==> src/design/cbpe_ram.sv <==
`timescale 1ns / 1ps
// ----------------------------------------------------------------------------
// cbpe_ram
// Generic simple dual-port RAM, one write port, one registered read port.
// ----------------------------------------------------------------------------
module cbpe_ram #(
    parameter int WIDTH = 8,
    parameter int DEPTH = 32
) (
    input  logic                     clk,
    input  logic                     we,
    input  logic [$clog2(DEPTH)-1:0] waddr,
    input  logic [WIDTH-1:0]         wdata,
    input  logic [$clog2(DEPTH)-1:0] raddr,
    output logic [WIDTH-1:0]         rdata
);

    logic [WIDTH-1:0] mem [DEPTH];

    always_ff @(posedge clk)
    begin
        if (we)
            mem[waddr] <= wdata;
        rdata <= mem[raddr];
    end

endmodule

==> config.mk <==
export PLATFORM = sky130hd
export DESIGN_NAME = cbpe_ram
export DESIGN_NICKNAME = d
export VERILOG_FILES = /design/src/design/cbpe_ram.sv
export SDC_FILE = /design/constraint.sdc
export NUM_CORES = 1
export LEC_CHECK = 0
export BUFFER_PORTS_ARGS = -buffer_cell sky130_fd_sc_hd__buf_2
export CELL_PAD_IN_SITES_DETAIL_PLACEMENT = 1
export CELL_PAD_IN_SITES_GLOBAL_PLACEMENT = 2
export CORE_UTILIZATION = 25
export CTS_CLUSTER_SIZE = 14
export DETAILED_ROUTE_END_ITERATION = 16
export HOLD_SLACK_MARGIN = 0.03
export PLACE_DENSITY = 0.51
export SYNTH_ARGS = -nofsm -noshare
export SYNTH_HDL_FRONTEND = slang
export SYNTH_SLANG_ARGS = --single-unit
export TNS_END_PERCENT = 30
==> constraint.sdc <==
create_clock -name clk -period 2.4 [get_ports clk]
set_clock_uncertainty 0.2 [all_clocks]
set_input_delay 0.12 -clock clk [delete_from_list [all_inputs] [get_ports clk]]
set_output_delay 0.12 -clock clk [all_outputs]
set_load 0.01 [all_outputs]
* After elaboration in Yosys (flattened, before gate mapping)
Memories as Yosys holds them, arrays and structs flattened. A register that Yosys moved wholly into a read port is not among the register bits.
Index checks and enable logic that the tools add are counted.
** Storage, ports and cells
- Output and inout bits :: 8
- Bits of input ports :: 20
- Word-level logic and storage cells :: 3
- Flip-flop bits (word level) :: 0
- RAM bits :: 256
- Memories :: 1
** Memory list
- mem :: words 32, width 8, read ports 1, clocked after memory_dff 1, write ports 1, RTL line 18 : logic [WIDTH-1:0] mem [DEPTH];
** Cells by class
- Muxes and demuxes :: 2
** Operators with widths (number)
- $mux W1 :: 2

* Logic depth before layout (Yosys ltp)
Gate-level depths: netlist of run 1.
- Depth in word-level cells :: 2
- Depth in mapped cells :: 5
- Depth with buffers taken out :: 3

* Worst setup path before layout of run 1
No wires, ideal clock.
- Kind :: input to register
- From :: in raddr[2]
- To :: reg rdata[0] (read register of mem)
- Buffers on the path :: 2
- Setup time :: 0.121 ns
- Arrival time :: 1.802 ns
- Slack :: 0.278 ns
- Cell stages on the path :: 5
- Data required time :: 2.079 ns
- Path through :: clkbuf_1 -> clkbuf_1 -> mux4_2 -> mux4_2 -> mux2_2
** RTL lines
- start: declaration :: RTL line 14 : input logic [$clog2(DEPTH)-1:0] raddr,
- end: declaration :: RTL line 15 : output logic [WIDTH-1:0] rdata

==> results of run 1 <==
[critical path, cell delays in order, from the launching register on]
cell and delay, ns:
edfxtp_1 0.35, mux4_2 0.56, mux4_2 0.54, mux2_2 0.28
[through the flow]
stage | total power, uW | instances | worst slack [ns]
4_1_cts | 10200 | 1050 | 0.343
5_1_grt | 10300 | 1050 | 0.321
6_report | 10000 | 1051 | 0.366
3_5_place_dp | 5790 | 989 | 0.00919
3_3_place_gp | 5780 | 989 | 0.0248
2_1_floorplan | 5520 | 417 | 0.278
[power groups by stage]
stage | combinational [uW] | clock (uW) | sequential [uW]
after floorplan | 273 | 0 | 5250
after CTS | 555 | 4460 | 5150
after global routing | 576 | 4600 | 5160
final | 533 | 4350 | 5150
after global placement | 531 | 0 | 5250
after detailed placement | 542 | 0 | 5250
[cells in the final DEF (no fill, tap or decap), types with 3 or more instances in the layout]
cell type / count
mux2_2: 8
dlygate4sd3_1: 9
clkbuf_1: 5
or3b_2: 3
clkinv_2: 8
clkbuf_16: 28
buf_12: 5
mux4_2: 80
edfxtp_1: 256
dfxtp_1: 8
nand3b_1: 5
buf_4: 36
clkinv_1: 4
buf_2: 26
bufinv_16: 4
nor2_1: 33
[synthesized netlist by cell type]
| cell | number |
|---|---|
| buf_1 | 6 |
| buf_2 | 1 |
| buf_4 | 6 |
| buf_6 | 1 |
| clkbuf_1 | 6 |
| dfxtp_1 | 8 |
| edfxtp_1 | 256 |
| mux2_2 | 8 |
| mux4_2 | 80 |
| nand2_1 | 1 |
| nand3_1 | 2 |
| nand3b_1 | 5 |
| nor2_1 | 33 |
| or3_1 | 1 |
| or3b_2 | 3 |
[repair_timing]
action,in CTS,in global routing
resized for setup,0,0
hold buffers,9,0
endpoints found under the hold margin,264,0
[registers in the layout, summed over array words and instances, names as in the netlist]
signal  count
mem       256
rdata       8
[cell families after synthesis]
logic type | Yosys count
AND/OR/NAND/NOR | 45
flip-flops | 264
buffers and inverters | 20
multiplexers | 88
[cell type report]
type,count,share of cell area (%)
diodes,1,0.0206
clock buffers,34,6.04
clock inverters,18,1.65
multi-input cells,133,17.3
flip-flops and latches,264,64.7
well taps,525,5.42
repair buffers,76,4.87
[worst paths after layout]
kind / startpoint / end / slack (ns) / cells after the start
setup / recovery: mem[13][5] / rdata[5] / 0.37 / 3
setup reg to reg: mem[13][5] / rdata[5] / 0.37 / 3
hold / removal: waddr[3] / mem[30][1] / 0.1 / 4
hold reg to reg: mem[15][0] / rdata[0] / 0.70 / 3
[routing by layer]
| metal | global-route usage (%) | wire length, um | vias to the layer above |
|---|---|---|---|
| met4 | 3.06 | 434 | 0 |
| met3 | 2.01 | 1270 | 26 |
| met1 | 17.8 | 11600 | 2565 |
| met5 | 0 | 0 | - |
| li1 | - | - | 1955 |
| met2 | 19.5 | 11600 | 100 |
==> run_results.csv, run 1 <==
group,metric,value,unit
grt,grt_pass1_wl,36400,um
clocking,cts_buffer_depth,3,
finish,utilization,30.5,%
critical_path,crit_type,"reg -> reg",
critical_path,critPathRequiredTime,2.63,ns
synthesis,synth_top_family_by_area,"multiplexers",
critical_path,start_kind,"flop",
synthesis,yosysTopAreaCell,"edfxtp_1",
finish,fillers,3981,
grt,gr-total-overflow,0,
sta,drv_slew,0,
power_and_ir_drop,intPower,7960,uW
synthesis,syn_area_per_cell,24.1,um2
place,gp_congestion,0.710,
floorplan,rows,73,
sta,period_needed,2.03,ns
synthesis,ys_types,15,
synthesis,synthTopCellsByArea,"edfxtp_1 (76%), mux4_2 (18%), dfxtp_1 (1.6%)",
grt,grt_usage,12.4,%
clocking,numCtsBuffers,28,
floorplan,pin_count,28,
worst_hold_path,holdCritPathClass,"in -> reg",
synthesis,synth.yosys.seq_area_share,78.1,%
grt,grt_max_degree,42,
critical_path,endpoint_kind,"flop",
synthesis,synthMuxAreaShare,18.8,%
place,dp_hpwl,15800,um
finish,synthToLayoutAreaGrowth,20.7,%
floorplan,core_area,0.0397,mm2
power_and_ir_drop,p_leak,0.00381,uW
power_and_ir_drop,p_switching,2070,uW
power_and_ir_drop,switching_share,20.6,%
clocking,clock-sinks,264,
synthesis,ys_ff_latch,264,
detailed_routing,num_vias,4646,
floorplan,fp.dieH,203,um
sta,worst_pin_slew,0.667,ns
power_and_ir_drop,clockPowerShare,43.4,%
finish,drive_gt1_share,38.3,%
sta,max_freq,492,MHz
power_and_ir_drop,power_frac_seq,51.3,%
detailed_routing,wire_per_inst,23.7,um
outcome,status,"completed",
floorplan,die_w,203,um
power_and_ir_drop,ir_drop,0.437,mV
sta,setup_viol,0,
synthesis,synth_fp_nets,437,
synthesis,yosys.area_share.simple,2.07,%
finish,seq_area,0.00785,mm2
clocking,cts-root-buf,"clkbuf_16",
sta,rsz0062_at_grt,"false",
sta,max-slew-margin-rel,55.6,%
sta,final-hold-violation-count,0,
clocking,clk_pin_slew,0.06,ns
detailed_routing,viasPerCell,4.42,
clocking,cts_tree,"done",
place,placed_cell_area,0.0111,mm2
synthesis,synth_top_area_share,76.5,%
detailed_routing,drt_iter0_drc,284,
synthesis,synth_area,0.0101,mm2
grt,grt_pass1_vias,5012,
critical_path,arrival,2.27,ns
detailed_routing,drc,0,
critical_path,crit_fanout,1,
detailed_routing,ant_nets,0,
run,maxCapViolCount,0,
power_and_ir_drop,power_density,827,mW/mm2
power_and_ir_drop,p_comb_share,5.3,%
sta,holdWs,0.0995,ns
finish,multi_input_area,0.00210,mm2
synthesis,synth_cells,417,
detailed_routing,drt-total-wl,24900,um
sta,final.setup.tns,0,ns
place,io_buffers,27,
detailed_routing,drt_pass1_iterations,4,
grt,grt_antenna_before_repair,0,
finish,nets,523,
clocking,post-cts-setup-buffers,0,
synthesis,synth_compound_area_share,0,%
finish,final_area,0.0121,mm2
synthesis,synth_xor_area_share,0,%
floorplan,die-area,0.0410,mm2
clocking,htree_levels,1,
synthesis,yosys.area_share.adder,0,%
floorplan,start_util,25.3,%
sta,fin_crit_sh,84.8,%
synthesis,ys_warn_count,0,
clocking,insertion_delay,0.55,ns
(Power assumes the default switching activity.)
==> run 2: changes to the inputs <==
==> constraint.sdc (replaced) <==
create_clock -name clk -period 2.15 [get_ports clk]
set_clock_uncertainty 0.2 [all_clocks]
set_input_delay 0.1075 -clock clk [delete_from_list [all_inputs] [get_ports clk]]
set_output_delay 0.1075 -clock clk [all_outputs]
set_load 0.01 [all_outputs]
==> run_results.csv, run 2 (synthesis results as in run 1) <==
group,metric,value,unit
detailed_routing,drt_iter0_drc,306,
clocking,cts_buffer_depth,3,
finish,final_cell_mix,"edfxtp_1 (256), mux4_2 (80), buf_4 (35), nor2_1 (33), clkbuf_16 (29)",
critical_path,endpoint,"rdata[4]",
place,gp_congestion,0.730,
critical_path,r2r_slack,0.12,ns
critical_path,start_kind,"flop",
detailed_routing,ant_nets,0,
finish,synthToLayoutAreaGrowth,21.7,%
finish,reg_top3,"mem: 256 flops, rdata: 8 flops",
clocking,clk_pin_slew,0.06,ns
sta,fin_crit_sh,94.2,%
critical_path,critPathRequiredTime,2.36,ns
finish,fin_cells,1053,
detailed_routing,num_vias,4643,
clocking,htree_levels,1,
power_and_ir_drop,power_density,933,mW/mm2
sta,setup_viol,0,
critical_path,path_depth,3,
critical_path,timing.rr.end,"rdata[4]",
place,dp_hpwl,15800,um
critical_path,crit_fanout,1,
critical_path,regToRegStartpoint,"mem[22][4]",
sta,rsz0062_at_grt,"false",
critical_path,crit_type,"reg -> reg",
finish,seq_area,0.00785,mm2
sta,drv_slew,0,
floorplan,die-area,0.0410,mm2
clocking,insertion_delay,0.53,ns
finish,multi_input_area,0.00210,mm2
critical_path,crit_family,"multiplexers",
critical_path,crit_top_cell,"mux4_2",
detailed_routing,viasPerCell,4.41,
critical_path,rr_worst_depth,3,
detailed_routing,wire_per_inst,23.2,um
finish,final_common_cell,"edfxtp_1",
critical_path,cpPeakStageDelay,0.54,ns
floorplan,start_util,25.3,%
floorplan,core_area,0.0397,mm2
sta,worst_pin_slew,0.654,ns
sta,max_freq,494,MHz
sta,max-slew-margin-rel,56.4,%
critical_path,arrival,2.24,ns
critical_path,cp_cell_sequence,"mux4_2 -> mux4_2 -> mux2_2",
grt,grt_max_degree,33,
power_and_ir_drop,ir_drop,0.557,mV
worst_hold_path,whs_path_depth,4,
finish,drive_gt1_share,38.4,%
clocking,post-cts-setup-buffers,0,
sta,holdWs,0.0765,ns
floorplan,fp.dieH,203,um
grt,grt_usage,12.2,%
finish,largest_reg_flops,256,
critical_path,startpoint,"mem[22][4]",
power_and_ir_drop,p_leak,0.00384,uW
finish,n_antenna_cell,0,
grt,grt_antenna_before_repair,1,
place,io_buffers,27,
floorplan,rows,73,
outcome,status,"completed",
clocking,cts_tree,"done",
grt,grt_pass1_vias,5080,
clocking,clock-sinks,264,
clocking,numCtsBuffers,29,
run,maxCapViolCount,0,
finish,fillers,3978,
sta,final-hold-violation-count,0,
detailed_routing,drt_pass1_iterations,5,
finish,largest-register,"mem",
detailed_routing,drc,0,
floorplan,pin_count,28,
grt,grt_pass1_wl,36100,um
floorplan,die_w,203,um
grt,gr-total-overflow,0,
finish,nets,526,
clocking,cts-root-buf,"clkbuf_16",
detailed_routing,drt-total-wl,24400,um
critical_path,crit_buf_inv,0,
critical_path,critPathSlowestCell,"mux4_2",
place,dp.cells,991,
worst_hold_path,holdCritPathClass,"in -> reg",
sta,period_needed,2.03,ns
critical_path,endpoint_kind,"flop",
-- run 2: cell types whose count changed in the layout (fill, tap and decap cells not counted), moves of 2 or more --
cell / delta
buf_12: +3
clkbuf_1: +3
clkinvlp_4: +3
clkinv_1: -2
clkinv_2: -4
-- run 2: worst min-delay path by stage --
stage | startpoint | to | slack, ns
after floorplan | wdata[0] | mem[0][0] | 0.006
after global placement | rdata[3] | rdata[3] | 0.32
after detailed placement | rdata[5] | rdata[5] | 0.32
after CTS | waddr[3] | mem[28][3] | 0.06
after global routing | waddr[3] | mem[29][6] | 0.10
final | waddr[3] | mem[29][5] | 0.08
-- run 2: worst reg2reg max path: stages (launching register included) --
cell and delay [ns]:
edfxtp_1 0.37, mux4_2 0.54, mux4_2 0.53, mux2_2 0.28
-- run 2: stage by stage --
step | setup slack, ns | area (um2) | util, % | setup TNS [ns] | power (uW)
6_report | 0.125 | 12200 | 30.8 | 0 | 11400
5_1_grt | 0.0668 | 12200 | 30.8 | 0 | 11800
4_1_cts | 0.0766 | 12200 | 30.8 | 0 | 11600
3_5_place_dp | -0.124 | 11200 | 28.1 | -0.587 | 6460
3_3_place_gp | -0.129 | 11200 | 28.1 | -0.642 | 6450
2_1_floorplan | 0.0401 | 10100 | - | 0 | 6160
-- run 2: timing repair --
action / 4_1_cts / 5_1_grt
hold endpoints to repair: 264 / 0
gates resized for setup: 0 / 0
hold buffers: 9 / 0
-- run 2: area by class of cell --
class | count | share of cell area [%]
sequential | 264 | 64.2
multi-input combinational | 133 | 17.2
clock buffer | 39 | 6.40
tap | 525 | 5.37
timing repair buffer | 78 | 5.26
clock inverter | 14 | 1.64
-- run 2: layer usage --
layer | share of wire [%] | vias to the layer above | track usage [%]
met5 | 0 | - | 0
met1 | 46 | 2538 | 17.7
met3 | 5.8 | 24 | 2.25
li1 | - | 1962 | -
met4 | 1.4 | 0 | 2.69
met2 | 46 | 119 | 19.1
-- run 2: power by group --
part           internal [uW]  switching [uW]
logic                    271             328
clock network           3140            1920
registers               5720            26.7
